### config.mk
export PLATFORM = sky130hd
export DESIGN_NAME = des_round_function
export DESIGN_NICKNAME = d
export VERILOG_FILES = /design/src/design/des_rf_pkg.sv /design/src/design/des_rf_expand.sv /design/src/design/des_rf_sbox.sv /design/src/design/des_rf_perm.sv /design/src/design/des_round_function.sv
export SDC_FILE = /design/constraint.sdc
export NUM_CORES = 1
export LEC_CHECK = 0
export BUFFER_PORTS_ARGS = -buffer_cell sky130_fd_sc_hd__buf_4
export CORE_ASPECT_RATIO = 1.4
export CORE_MARGIN = 2
export CORE_UTILIZATION = 50
export CTS_BUF_LIST = sky130_fd_sc_hd__clkbuf_4 sky130_fd_sc_hd__clkbuf_8 sky130_fd_sc_hd__clkbuf_16
export CTS_CLUSTER_SIZE = 12
export DETAILED_ROUTE_END_ITERATION = 8
export HOLD_SLACK_MARGIN = 0.1
export PLACE_DENSITY = 0.71
export RECOVER_POWER = 50
export SETUP_SLACK_MARGIN = 0.05
export SYNTH_ARGS = -nofsm -noshare
export SYNTH_HDL_FRONTEND = slang
export SYNTH_SLANG_ARGS = --single-unit
### constraint.sdc
create_clock -name clk -period 6.2 [get_ports clk]
set_clock_uncertainty 0.2 [all_clocks]
set_input_delay 0 -clock clk [delete_from_list [all_inputs] [get_ports clk]]
set_output_delay 0 -clock clk [all_outputs]
set_load 0.01 [all_outputs]
### src/design/des_rf_pkg.sv
// ----------------------------------------------------------------------------
// des_rf_pkg
// Widths, permutation and S-box tables and helper functions for the DES
// round function pipeline. Bit 1 is the MSB of a word, as in the standard.
// ----------------------------------------------------------------------------
package des_rf_pkg;

	localparam int HALF_W = 32;
	localparam int KEY_W  = 48;
	localparam int SBOX_N = 8;

	typedef logic [HALF_W-1:0] half_t;
	typedef logic [KEY_W-1:0]  key_t;

	localparam logic [5:0] E_TABLE [0:47] = '{
		6'd32, 6'd1,  6'd2,  6'd3,  6'd4,  6'd5,  6'd4,  6'd5,  6'd6,  6'd7,  6'd8,  6'd9,
		6'd8,  6'd9,  6'd10, 6'd11, 6'd12, 6'd13, 6'd12, 6'd13, 6'd14, 6'd15, 6'd16, 6'd17,
		6'd16, 6'd17, 6'd18, 6'd19, 6'd20, 6'd21, 6'd20, 6'd21, 6'd22, 6'd23, 6'd24, 6'd25,
		6'd24, 6'd25, 6'd26, 6'd27, 6'd28, 6'd29, 6'd28, 6'd29, 6'd30, 6'd31, 6'd32, 6'd1
	};

	localparam logic [5:0] P_TABLE [0:31] = '{
		6'd16, 6'd7,  6'd20, 6'd21, 6'd29, 6'd12, 6'd28, 6'd17,
		6'd1,  6'd15, 6'd23, 6'd26, 6'd5,  6'd18, 6'd31, 6'd10,
		6'd2,  6'd8,  6'd24, 6'd14, 6'd32, 6'd27, 6'd3,  6'd9,
		6'd19, 6'd13, 6'd30, 6'd6,  6'd22, 6'd11, 6'd4,  6'd25
	};

	// entry [box][row * 16 + column]
	localparam logic [3:0] S_TABLE [0:7][0:63] = '{
		'{4'd14, 4'd4, 4'd13, 4'd1, 4'd2, 4'd15, 4'd11, 4'd8,
		  4'd3, 4'd10, 4'd6, 4'd12, 4'd5, 4'd9, 4'd0, 4'd7,
		  4'd0, 4'd15, 4'd7, 4'd4, 4'd14, 4'd2, 4'd13, 4'd1,
		  4'd10, 4'd6, 4'd12, 4'd11, 4'd9, 4'd5, 4'd3, 4'd8,
		  4'd4, 4'd1, 4'd14, 4'd8, 4'd13, 4'd6, 4'd2, 4'd11,
		  4'd15, 4'd12, 4'd9, 4'd7, 4'd3, 4'd10, 4'd5, 4'd0,
		  4'd15, 4'd12, 4'd8, 4'd2, 4'd4, 4'd9, 4'd1, 4'd7,
		  4'd5, 4'd11, 4'd3, 4'd14, 4'd10, 4'd0, 4'd6, 4'd13},
		'{4'd15, 4'd1, 4'd8, 4'd14, 4'd6, 4'd11, 4'd3, 4'd4,
		  4'd9, 4'd7, 4'd2, 4'd13, 4'd12, 4'd0, 4'd5, 4'd10,
		  4'd3, 4'd13, 4'd4, 4'd7, 4'd15, 4'd2, 4'd8, 4'd14,
		  4'd12, 4'd0, 4'd1, 4'd10, 4'd6, 4'd9, 4'd11, 4'd5,
		  4'd0, 4'd14, 4'd7, 4'd11, 4'd10, 4'd4, 4'd13, 4'd1,
		  4'd5, 4'd8, 4'd12, 4'd6, 4'd9, 4'd3, 4'd2, 4'd15,
		  4'd13, 4'd8, 4'd10, 4'd1, 4'd3, 4'd15, 4'd4, 4'd2,
		  4'd11, 4'd6, 4'd7, 4'd12, 4'd0, 4'd5, 4'd14, 4'd9},
		'{4'd10, 4'd0, 4'd9, 4'd14, 4'd6, 4'd3, 4'd15, 4'd5,
		  4'd1, 4'd13, 4'd12, 4'd7, 4'd11, 4'd4, 4'd2, 4'd8,
		  4'd13, 4'd7, 4'd0, 4'd9, 4'd3, 4'd4, 4'd6, 4'd10,
		  4'd2, 4'd8, 4'd5, 4'd14, 4'd12, 4'd11, 4'd15, 4'd1,
		  4'd13, 4'd6, 4'd4, 4'd9, 4'd8, 4'd15, 4'd3, 4'd0,
		  4'd11, 4'd1, 4'd2, 4'd12, 4'd5, 4'd10, 4'd14, 4'd7,
		  4'd1, 4'd10, 4'd13, 4'd0, 4'd6, 4'd9, 4'd8, 4'd7,
		  4'd4, 4'd15, 4'd14, 4'd3, 4'd11, 4'd5, 4'd2, 4'd12},
		'{4'd7, 4'd13, 4'd14, 4'd3, 4'd0, 4'd6, 4'd9, 4'd10,
		  4'd1, 4'd2, 4'd8, 4'd5, 4'd11, 4'd12, 4'd4, 4'd15,
		  4'd13, 4'd8, 4'd11, 4'd5, 4'd6, 4'd15, 4'd0, 4'd3,
		  4'd4, 4'd7, 4'd2, 4'd12, 4'd1, 4'd10, 4'd14, 4'd9,
		  4'd10, 4'd6, 4'd9, 4'd0, 4'd12, 4'd11, 4'd7, 4'd13,
		  4'd15, 4'd1, 4'd3, 4'd14, 4'd5, 4'd2, 4'd8, 4'd4,
		  4'd3, 4'd15, 4'd0, 4'd6, 4'd10, 4'd1, 4'd13, 4'd8,
		  4'd9, 4'd4, 4'd5, 4'd11, 4'd12, 4'd7, 4'd2, 4'd14},
		'{4'd2, 4'd12, 4'd4, 4'd1, 4'd7, 4'd10, 4'd11, 4'd6,
		  4'd8, 4'd5, 4'd3, 4'd15, 4'd13, 4'd0, 4'd14, 4'd9,
		  4'd14, 4'd11, 4'd2, 4'd12, 4'd4, 4'd7, 4'd13, 4'd1,
		  4'd5, 4'd0, 4'd15, 4'd10, 4'd3, 4'd9, 4'd8, 4'd6,
		  4'd4, 4'd2, 4'd1, 4'd11, 4'd10, 4'd13, 4'd7, 4'd8,
		  4'd15, 4'd9, 4'd12, 4'd5, 4'd6, 4'd3, 4'd0, 4'd14,
		  4'd11, 4'd8, 4'd12, 4'd7, 4'd1, 4'd14, 4'd2, 4'd13,
		  4'd6, 4'd15, 4'd0, 4'd9, 4'd10, 4'd4, 4'd5, 4'd3},
		'{4'd12, 4'd1, 4'd10, 4'd15, 4'd9, 4'd2, 4'd6, 4'd8,
		  4'd0, 4'd13, 4'd3, 4'd4, 4'd14, 4'd7, 4'd5, 4'd11,
		  4'd10, 4'd15, 4'd4, 4'd2, 4'd7, 4'd12, 4'd9, 4'd5,
		  4'd6, 4'd1, 4'd13, 4'd14, 4'd0, 4'd11, 4'd3, 4'd8,
		  4'd9, 4'd14, 4'd15, 4'd5, 4'd2, 4'd8, 4'd12, 4'd3,
		  4'd7, 4'd0, 4'd4, 4'd10, 4'd1, 4'd13, 4'd11, 4'd6,
		  4'd4, 4'd3, 4'd2, 4'd12, 4'd9, 4'd5, 4'd15, 4'd10,
		  4'd11, 4'd14, 4'd1, 4'd7, 4'd6, 4'd0, 4'd8, 4'd13},
		'{4'd4, 4'd11, 4'd2, 4'd14, 4'd15, 4'd0, 4'd8, 4'd13,
		  4'd3, 4'd12, 4'd9, 4'd7, 4'd5, 4'd10, 4'd6, 4'd1,
		  4'd13, 4'd0, 4'd11, 4'd7, 4'd4, 4'd9, 4'd1, 4'd10,
		  4'd14, 4'd3, 4'd5, 4'd12, 4'd2, 4'd15, 4'd8, 4'd6,
		  4'd1, 4'd4, 4'd11, 4'd13, 4'd12, 4'd3, 4'd7, 4'd14,
		  4'd10, 4'd15, 4'd6, 4'd8, 4'd0, 4'd5, 4'd9, 4'd2,
		  4'd6, 4'd11, 4'd13, 4'd8, 4'd1, 4'd4, 4'd10, 4'd7,
		  4'd9, 4'd5, 4'd0, 4'd15, 4'd14, 4'd2, 4'd3, 4'd12},
		'{4'd13, 4'd2, 4'd8, 4'd4, 4'd6, 4'd15, 4'd11, 4'd1,
		  4'd10, 4'd9, 4'd3, 4'd14, 4'd5, 4'd0, 4'd12, 4'd7,
		  4'd1, 4'd15, 4'd13, 4'd8, 4'd10, 4'd3, 4'd7, 4'd4,
		  4'd12, 4'd5, 4'd6, 4'd11, 4'd0, 4'd14, 4'd9, 4'd2,
		  4'd7, 4'd11, 4'd4, 4'd1, 4'd9, 4'd12, 4'd14, 4'd2,
		  4'd0, 4'd6, 4'd10, 4'd13, 4'd15, 4'd3, 4'd5, 4'd8,
		  4'd2, 4'd1, 4'd14, 4'd7, 4'd4, 4'd10, 4'd8, 4'd13,
		  4'd15, 4'd12, 4'd9, 4'd0, 4'd3, 4'd5, 4'd6, 4'd11}
	};

	// bit n of a 32-bit word, n = 1 is the MSB
	function automatic logic pick_bit(input half_t word, input logic [5:0] n);
		logic [4:0] pos;
		pos = 5'(6'd32 - n);
		return word[pos];
	endfunction

	function automatic key_t e_expand(input half_t word);
		key_t r;
		for (int i = 0; i < KEY_W; i++) begin
			r[KEY_W-1-i] = pick_bit(word, E_TABLE[i]);
		end
		return r;
	endfunction

	function automatic half_t p_permute(input half_t word);
		half_t r;
		for (int i = 0; i < HALF_W; i++) begin
			r[HALF_W-1-i] = pick_bit(word, P_TABLE[i]);
		end
		return r;
	endfunction

	// eight 6-to-4 lookups, outer bits select row, inner bits column
	function automatic half_t sbox_all(input key_t x);
		half_t r;
		logic [5:0] grp;
		for (int i = 0; i < SBOX_N; i++) begin
			grp = x[KEY_W-1-6*i -: 6];
			r[HALF_W-1-4*i -: 4] = S_TABLE[i][{grp[5], grp[0], grp[4:1]}];
		end
		return r;
	endfunction

endpackage

### src/design/des_rf_expand.sv
// ----------------------------------------------------------------------------
// des_rf_expand
// First stage: E expansion of the half block and XOR with the round key.
// ----------------------------------------------------------------------------
module des_rf_expand (
	input  logic              clk,
	input  logic              arst_n,
	input  logic              in_valid,
	output logic              in_stall,
	input  des_rf_pkg::half_t half_block,
	input  des_rf_pkg::key_t  round_key,
	output logic              out_valid,
	input  logic              out_stall,
	output des_rf_pkg::key_t  mixed
);
	import des_rf_pkg::*;

	logic valid_s1;
	key_t mixed_s1;

	// hold while the next stage refuses a full register
	assign in_stall  = valid_s1 & out_stall;
	assign out_valid = valid_s1;
	assign mixed     = mixed_s1;

	always_ff @(posedge clk or negedge arst_n) begin
		if (!arst_n) begin
			valid_s1 <= 1'b0;
		end else if (!in_stall) begin
			valid_s1 <= in_valid;
		end
	end

	always_ff @(posedge clk) begin
		if (in_valid && !in_stall) begin
			mixed_s1 <= e_expand(half_block) ^ round_key;
		end
	end

endmodule

### src/design/des_rf_sbox.sv
// ----------------------------------------------------------------------------
// des_rf_sbox
// Second stage: eight parallel S-box lookups on the mixed 48-bit word.
// ----------------------------------------------------------------------------
module des_rf_sbox (
	input  logic              clk,
	input  logic              arst_n,
	input  logic              in_valid,
	output logic              in_stall,
	input  des_rf_pkg::key_t  mixed,
	output logic              out_valid,
	input  logic              out_stall,
	output des_rf_pkg::half_t subst
);
	import des_rf_pkg::*;

	logic  valid_s2;
	half_t subst_s2;

	assign in_stall  = valid_s2 & out_stall;
	assign out_valid = valid_s2;
	assign subst     = subst_s2;

	always_ff @(posedge clk or negedge arst_n) begin
		if (!arst_n) begin
			valid_s2 <= 1'b0;
		end else if (!in_stall) begin
			valid_s2 <= in_valid;
		end
	end

	always_ff @(posedge clk) begin
		if (in_valid && !in_stall) begin
			subst_s2 <= sbox_all(mixed);
		end
	end

endmodule

### src/design/des_rf_perm.sv
// ----------------------------------------------------------------------------
// des_rf_perm
// Third stage: P permutation into the output register.
// ----------------------------------------------------------------------------
module des_rf_perm (
	input  logic              clk,
	input  logic              arst_n,
	input  logic              in_valid,
	output logic              in_stall,
	input  des_rf_pkg::half_t subst,
	output logic              out_valid,
	input  logic              out_stall,
	output des_rf_pkg::half_t f_result
);
	import des_rf_pkg::*;

	logic  valid_s3;
	half_t result_s3;

	assign in_stall  = valid_s3 & out_stall;
	assign out_valid = valid_s3;
	assign f_result  = result_s3;

	always_ff @(posedge clk or negedge arst_n) begin
		if (!arst_n) begin
			valid_s3 <= 1'b0;
		end else if (!in_stall) begin
			valid_s3 <= in_valid;
		end
	end

	always_ff @(posedge clk) begin
		if (in_valid && !in_stall) begin
			result_s3 <= p_permute(subst);
		end
	end

endmodule

### src/design/des_round_function.sv
// ----------------------------------------------------------------------------
// des_round_function
// DES Feistel round function f: E expansion, key XOR, S-boxes, P permutation.
// ----------------------------------------------------------------------------
// Takes one word per cycle while in_stall is low and returns f(half_block,
// round_key) through three register stages (expand and key XOR,
// S-box lookup, P permutation into the output register). Each stage holds
// its word only while the stage after it is full and stalled, so empty
// stages fill even while the output stalls; throughput is one word per
// cycle whenever out_stall is low. Bit 1 of each field is its MSB.
module des_round_function (
	input  logic              clk,
	input  logic              arst_n,
	input  logic              in_valid,
	output logic              in_stall,
	input  des_rf_pkg::half_t half_block,
	input  des_rf_pkg::key_t  round_key,
	output logic              out_valid,
	input  logic              out_stall,
	output des_rf_pkg::half_t f_result
);
	import des_rf_pkg::*;

	logic  valid_a, stall_a;
	logic  valid_b, stall_b;
	key_t  mixed;
	half_t subst;

	des_rf_expand u_expand (
		.clk        (clk),
		.arst_n     (arst_n),
		.in_valid   (in_valid),
		.in_stall   (in_stall),
		.half_block (half_block),
		.round_key  (round_key),
		.out_valid  (valid_a),
		.out_stall  (stall_a),
		.mixed      (mixed)
	);

	des_rf_sbox u_sbox (
		.clk       (clk),
		.arst_n    (arst_n),
		.in_valid  (valid_a),
		.in_stall  (stall_a),
		.mixed     (mixed),
		.out_valid (valid_b),
		.out_stall (stall_b),
		.subst     (subst)
	);

	des_rf_perm u_perm (
		.clk       (clk),
		.arst_n    (arst_n),
		.in_valid  (valid_b),
		.in_stall  (stall_b),
		.subst     (subst),
		.out_valid (out_valid),
		.out_stall (out_stall),
		.f_result  (f_result)
	);

endmodule
==> results of run 1 <==
power groups by stage:
stage	sequential (uW)	clock [uW]	combinational (uW)
2_1_floorplan	1060	0	496
5_1_grt	1150	940	726
3_5_place_dp	1140	0	603
3_3_place_gp	1140	0	594
4_1_cts	1130	906	678
6_report	1130	886	656
logic make-up (layout without fill, tap and decap cells):
kind of cell    Yosys count  count (layout)
compound gates          221             221
xor+xnor                 69              69
mux                      56              56
flops                   115             115
simple gates            211             211
fa+ha+maj                63              63
buf+inv                 115             296
metrics by stage:
stage	std cells	setup WS (ns)	total power [uW]	hold slack, ns	instance area, sq um
3_5_place_dp	1135	3.510	1746	-0.4086	9673
2_1_floorplan	850	2.698	1551	-0.4956	8818
6_report	1267	3.456	2672	0.2059	11070
4_1_cts	1267	3.492	2713	0.1764	11220
5_1_grt	1267	3.255	2816	0.2197	11070
3_3_place_gp	1135	3.561	1733	-0.4080	9673
flip-flops by register name, indices dropped and copies added, names as in the netlist:
signal and flops:
u_sbox.subst 32, u_perm.out_valid 1, u_expand.mixed 48, u_expand.out_valid 1
u_sbox.out_valid 1, u_perm.f_result 32
layout make-up:
class	instances	area [sq um]
clock buffers	23	470.5
flip-flops and latches	115	3438
inverters	45	171.4
multi-input cells	620	4875
repair buffers	220	1758
well taps	236	295.3
clock inverters	8	62.56
fillers	1409	6260
worst paths after layout:
| check | to | slack, ns | depth (start not counted) |
|---|---|---|---|
| hold reg to reg | u_perm.f_result[7] | 0.21 | 0 |
| min in group asynchronous | u_sbox.out_valid | 0.31 | 3 |
| setup reg to reg | u_perm.f_result[22] | 3.46 | 2 |
| max in group asynchronous | u_expand.out_valid | 5.35 | 3 |
| hold / removal | u_perm.out_valid | 0.21 | 3 |
| setup / recovery | u_perm.f_result[22] | 3.46 | 2 |
Yosys cell counts, types with 13 or more instances:
cell	n	area [sq um]
nor3_1	13	65.06
nor2_1	36	135.1
inv_1	43	161.4
ha_1	63	788.3
xnor2_1	15	131.4
nand2_1	39	146.4
a21oi_1	53	265.3
o21ai_0	54	270.3
mux4_2	23	518.0
nor2b_1	25	156.4
mux2i_1	25	250.2
buf_2	31	155.2
xor2_1	54	473.0
clkbuf_1	30	112.6
edfxtp_1	112	3363
nand2b_1	30	187.7
routing by layer:
layer  up-vias  routed length [um]  track usage, %
li1       3469                   -               -
met1      3354                7939           25.14
met2       188               10690           38.32
met3        33                 781           4.503
met4         0                 514           8.820
met5         -                   0               0
critical path: cells and delay by family, from the launching register on:
| kind | cells | cell delay (ns) |
|---|---|---|
| DFF | 1 | 0.44 |
| buffers and inverters | 1 | 1.51 |
| AOI/OAI and AO/OA | 1 | 0.16 |
repair_timing:
item | in CTS | in global routing
hold endpoints to repair | 86 | 0
endpoints found under the setup margin | 0 | 0
hold buffers | 101 | 0
cells in the final DEF, fill, tap and decap left out, types with 6 or more instances in the layout:
cell type,Yosys,layout
a211oi_1,11,11
a21o_1,6,6
a21oi_1,53,53
a31oi_1,9,9
and2_1,8,6
buf_4,4,35
clkbuf_1,30,39
clkbuf_16,0,17
clkbuf_4,0,51
dlygate4sd3_1,0,101
edfxtp_1,112,112
ha_1,63,63
inv_1,43,43
mux2_2,8,8
mux2i_1,25,25
mux4_2,23,23
nand2_1,39,39
nand2b_1,30,30
nand3_1,12,12
nand3b_1,9,9
nor2_1,36,36
nor2b_1,25,25
nor3_1,13,13
o2111ai_1,7,7
o211ai_1,10,10
o21ai_0,54,54
o221ai_1,6,6
o311ai_0,6,6
o31ai_1,6,6
or3_1,7,7
xnor2_1,15,15
xor2_1,54,54
==> results.py, run 1 <==
metrics = {
    "status": {
        "status": "finished with violations",
        "violations": "max-capacitance violations, max-slew violations",
    },
    "clock_network": {
        "clockBufferDepth": 2,
        "cts_resized": 0,
        "cts.clk_slew.worst_paths_ns": 0.05,
        "root_buffer": "clkbuf_16",
        "cts_tree": "yes",
        "cts_buffers": 17,
        "insertion_delay_ns": 0.41,
        "htreeDepth": 4,
        "clock_sinks": 115,
        "cts_setup_buffers": 0,
    },
    "place": {
        "place.gp.congestion": 0.9194,
        "dpl.hpwl_um": 12790,
        "portBuffers": 117,
    },
    "route": {
        "first_pass_iters": 5,
        "drt_wl_total_um": 19930,
        "num_vias": 7044,
        "drtIter0Drc": 507,
        "drc": 0,
        "drt-wirelength-per-cell_um": 15.73,
        "vias_per_cell": 5.560,
        "drtAntennaViolNets": 0,
    },
    "die": {
        "ioPinCount": 118,
        "core_sq_um": 17330,
        "design.die.area_sq_um": 18730,
        "die_h_um": 161.1,
        "std_cell_rows": 57,
        "die_w_um": 116.2,
        "start_util_pct": 50.88,
    },
    "run": {
        "cap_violations": 1,
    },
    "synth": {
        "synth_compound_area_share_pct": 16.69,
        "yosys.area_share.simple_pct": 12.91,
        "synthArstFlopShare_pct": 2.609,
        "ys_seq_area_share_pct": 38.99,
        "ys.warnings.count": 0,
        "synth_fp_nets": 997,
        "post_synth_mux_area_share_pct": 9.733,
        "synth_top_family_by_area": "compound AO/OA/AOI/OAI gates",
        "synth_area_per_cell_sq_um": 10.37,
        "synth_cells": 850,
        "synth_top_flop_cell": "edfxtp_1",
        "synth-edff-count": 112,
        "ys_types": 74,
        "synth_adder_area_share_pct": 8.939,
        "netlist_area_sq_um": 8818,
        "synth_xor_area_share_pct": 6.853,
        "synth-seq-cells": 115,
    },
    "timing": {
        "finalHoldViolCount": 0,
        "setup_viol_count_final": 0,
        "max-slew-margin-rel_pct": -40.10,
        "fmax_mhz": 364.5,
        "maxSlewViolCount": 33,
        "rsz0062_at_grt": "no",
        "fin_tns_setup_ns": 0,
        "timing.final.crit_share_pct": 44.25,
        "tightest_slew_ns": 2.101,
        "fin_crit_ns": 2.744,
    },
    "setup_path": {
        "slowest_stage": "clkbuf_1",
        "cpPeakStageDelay_ns": 1.51,
        "rr_startpoint": "u_perm.out_valid",
        "startpoint": "u_perm.out_valid",
        "worstSetupStartpointType": "register",
        "crit_type": "register to register",
        "path_cells": "a21boi_4, clkbuf_1",
        "cp-end-kind": "register",
        "critPathArrivalTime_ns": 2.53,
        "cp_data_required_time_ns": 5.99,
        "cp_max_fo": 32,
    },
    "power": {
        "vdd_drop_max_uv": 151.5,
        "p_leak_uw": 0.004359,
        "power.density_nw_per_um2": 241.4,
        "switching_share_pct": 28.41,
        "p_int_uw": 1913,
        "switching_power_uw": 759.3,
        "power_frac_seq_pct": 42.3,
        "combPwrFrac_pct": 24.6,
        "clkPwrFrac_pct": 33.2,
    },
    "hold_path": {
        "min_from": "out_stall",
        "hp-class": "input port to register",
    },
    "layout": {
        "nets": 1166,
        "num_antenna_cells": 0,
        "post-route-util_pct": 63.88,
        "drive_above_1_share_pct": 14.84,
        "syn_to_final_growth_pct": 25.54,
    },
    "global_routing": {
        "grt-ovfl-total": 0,
        "grt_pass1_wl_um": 32200,
        "grt_pass1_vias": 6758,
        "grt_antenna_before_repair": 0,
        "grt_max_degree": 49,
        "track_usage_pct": 21.66,
    },
}
Power figures use the tool's default switching activity.
==> run 2, diff against run 1 <==
Settings changed: ABC_AREA set to 1, PLACE_DENSITY 0.71 to 0.74.
Clock period 6.2 ns to 2.45 ns, I/O delays scaled along.
==> run 2 against run 1 <==
  * The run now ends clean
  * Hold slack lost 0.023 ns
  * First-iteration DRC count shrank 16%
  * Synthesized cell count is 21% higher
  * Non-clock buffer count is 11 higher
  * Sequential power grew 140%
  * Wire length increased by 0.27%
  * Area after synthesis decreased by 6.5%
  * Clock power grew to 2.6 times the previous value
  * Worst setup slack got worse by 3.2 ns
  * Core utilization rose by 2.3 points
  * Critical endpoint is now u_sbox.subst[21]
==> results.py, run 2 <==
metrics = {
    "status": {
        "status": "complete, no violations",
    },
    "clock_network": {
        "cts_tree": "yes",
        "cts_resized": 0,
        "cts_buffers": 17,
        "clockBufferDepth": 2,
        "root_buffer": "clkbuf_16",
        "cts.clk_slew.worst_paths_ns": 0.06,
        "clock_sinks": 115,
        "htreeDepth": 4,
        "insertion_delay_ns": 0.41,
    },
    "synth": {
        "synth-seq-cells": 115,
        "ys.warnings.count": 0,
        "ys_types": 27,
        "synth-edff-count": 112,
        "synth.largest_area_cell": "edfxtp_1",
        "synth_cells": 1027,
        "synthTopCellsByCount": "348 x nand2_1, 162 x nand3_1, 112 x edfxtp_1, 65 x inv_1, 63 x ha_1",
        "synthArstFlopShare_pct": 2.609,
        "synth_top_flop_cell": "edfxtp_1",
        "synth_most_common_cell": "nand2_1",
        "netlist_area_sq_um": 8243,
        "yosys.area.top_type_share_pct": 40.80,
        "ys_seq_area_share_pct": 41.71,
        "synth_fp_nets": 1174,
        "synth_area_per_cell_sq_um": 8.026,
        "synthTopCellsByArea": "edfxtp_1 41%, nand2_1 16%, nand3_1 9.8%, ha_1 9.6%, xor2_1 5.2%",
    },
    "layout": {
        "largest_reg_flops": 48,
        "post-route-util_pct": 66.18,
        "num_antenna_cells": 0,
        "syn_to_final_growth_pct": 29.84,
        "nets": 1388,
        "final_cell_mix": "348 x nand2_1, 162 x nand3_1, 112 x edfxtp_1",
        "drive_above_1_share_pct": 11.25,
        "mostFrequentLayoutCell": "nand2_1",
    },
    "route": {
        "drtIter0Drc": 424,
        "first_pass_iters": 5,
        "num_vias": 7693,
        "drc": 0,
        "drtAntennaViolNets": 0,
        "drt_wl_total_um": 19980,
        "drt-wirelength-per-cell_um": 13.76,
        "vias_per_cell": 5.298,
    },
    "setup_path": {
        "path_cells": "inv_1, ha_1, inv_1, nand2_1, nand2_1, nand2_1, nand3_1, nand2_1, nand2_1, nand2_1",
        "critPathArrivalTime_ns": 2.11,
        "cp_max_fo": 8,
        "cp-end-kind": "register",
        "critPathMostFrequentCell": "nand2_1",
        "cpLargestDelayFamily": "simple AND/OR/NAND/NOR gates",
        "crit_type": "register to register",
        "cp_data_required_time_ns": 2.41,
        "cpPeakStageDelay_ns": 0.46,
        "slowest_stage": "edfxtp_1",
        "worstSetupStartpointType": "register",
        "path_buf_inv": 2,
    },
    "die": {
        "start_util_pct": 50.97,
        "core_sq_um": 16170,
        "die_w_um": 112.5,
        "die_h_um": 155.9,
        "ioPinCount": 118,
        "design.die.area_sq_um": 17540,
        "std_cell_rows": 55,
    },
    "power": {
        "p_leak_uw": 0.004913,
        "vdd_drop_max_uv": 473.1,
        "power.density_nw_per_um2": 625.9,
    },
    "global_routing": {
        "grt_max_degree": 49,
        "grt_pass1_vias": 7352,
        "track_usage_pct": 23.32,
        "grt-ovfl-total": 0,
        "grt_pass1_wl_um": 33600,
        "grt_antenna_before_repair": 0,
    },
    "timing": {
        "fmax_mhz": 464.3,
        "setup_viol_count_final": 0,
        "max-slew-margin-rel_pct": 39.49,
        "rsz0062_at_grt": "no",
        "finalHoldViolCount": 0,
        "fin_tns_setup_ns": 0,
        "tightest_slew_ns": 0.9077,
        "timing.final.crit_share_pct": 87.92,
        "fin_crit_ns": 2.154,
        "maxSlewViolCount": 0,
    },
    "place": {
        "dpl.hpwl_um": 13050,
        "portBuffers": 117,
        "place.gp.congestion": 0.9196,
    },
    "hold_path": {
        "hp-class": "input port to register",
    },
    "run": {
        "cap_violations": 0,
    },
}
[run 2: kinds of logic after synthesis]
family / synth area share [%]
buffers and inverters: 6.375
DFF: 41.71
and+or+nand+nor: 28.19
AOI/OAI and AO/OA: 8.956
xor gates and xnor gates: 5.206
adders and majority gates: 9.563
[run 2: tightest hold or removal path, stage by stage]
cell           delay, ns
dlygate4sd3_1       0.52
buf_4               0.12
nand2_1             0.06
nand2_1             0.06
[run 2: what timing repair did]
item | in CTS | in global routing
setup buffers | 0 | 0
hold buffers | 101 | 0
endpoints found under the hold margin | 134 | 0
[run 2: path summary, 6_finish.rpt]
path | from | to | slack [ns] | depth (start not counted)
max | u_expand.mixed[32] | u_sbox.subst[21] | 0.30 | 10
min | out_stall | u_perm.out_valid | 0.18 | 4
max reg2reg | u_expand.mixed[32] | u_sbox.subst[21] | 0.30 | 10
min reg2reg | u_sbox.subst[10] | u_perm.f_result[3] | 0.22 | 0
max in group asynchronous | arst_n | u_perm.out_valid | 1.62 | 3
min in group asynchronous | arst_n | u_expand.out_valid | 0.28 | 3
[run 2: report_power, final]
part	switching [uW]	leakage, uW	total [uW]	internal [uW]
registers	196	0.00112	2690	2490
clock network	842	0.000267	2320	1480
logic	976	0.00353	1690	718
[run 2: stage by stage]
step	instances	total power, uW	hold WS (ns)	setup slack, ns	instance area [sq um]
4_1_cts	1452	6762	0.1652	0.3192	10830
6_report	1452	6699	0.1829	0.2961	10700
5_1_grt	1452	7091	0.1815	0.08240	10700
3_5_place_dp	1320	4256	-0.4063	0.3321	9266
3_3_place_gp	1320	4248	-0.4074	0.3036	9266
2_1_floorplan	1027	3749	-0.4956	0.3857	8254
[run 2: cell type report]
| type | instances | area (sq um) |
|---|---|---|
| clock buffers | 18 | 432.9 |
| clock inverters | 13 | 118.9 |
| fillers | 1304 | 5469 |
| inverters | 78 | 292.8 |
| multi-input cells | 798 | 4298 |
| flip-flops and latches | 115 | 3438 |
| well taps | 199 | 249.0 |
| repair buffers | 231 | 1873 |
[run 2: per-layer routing]
layer | track usage, % | vias to the layer above | part of all wire (%)
li1 | - | 3889 | -
met1 | 26.23 | 3499 | 39
met2 | 43.80 | 272 | 55
met3 | 4.040 | 33 | 5.0
met4 | 8.653 | 0 | 1.9
met5 | 0 | - | 0
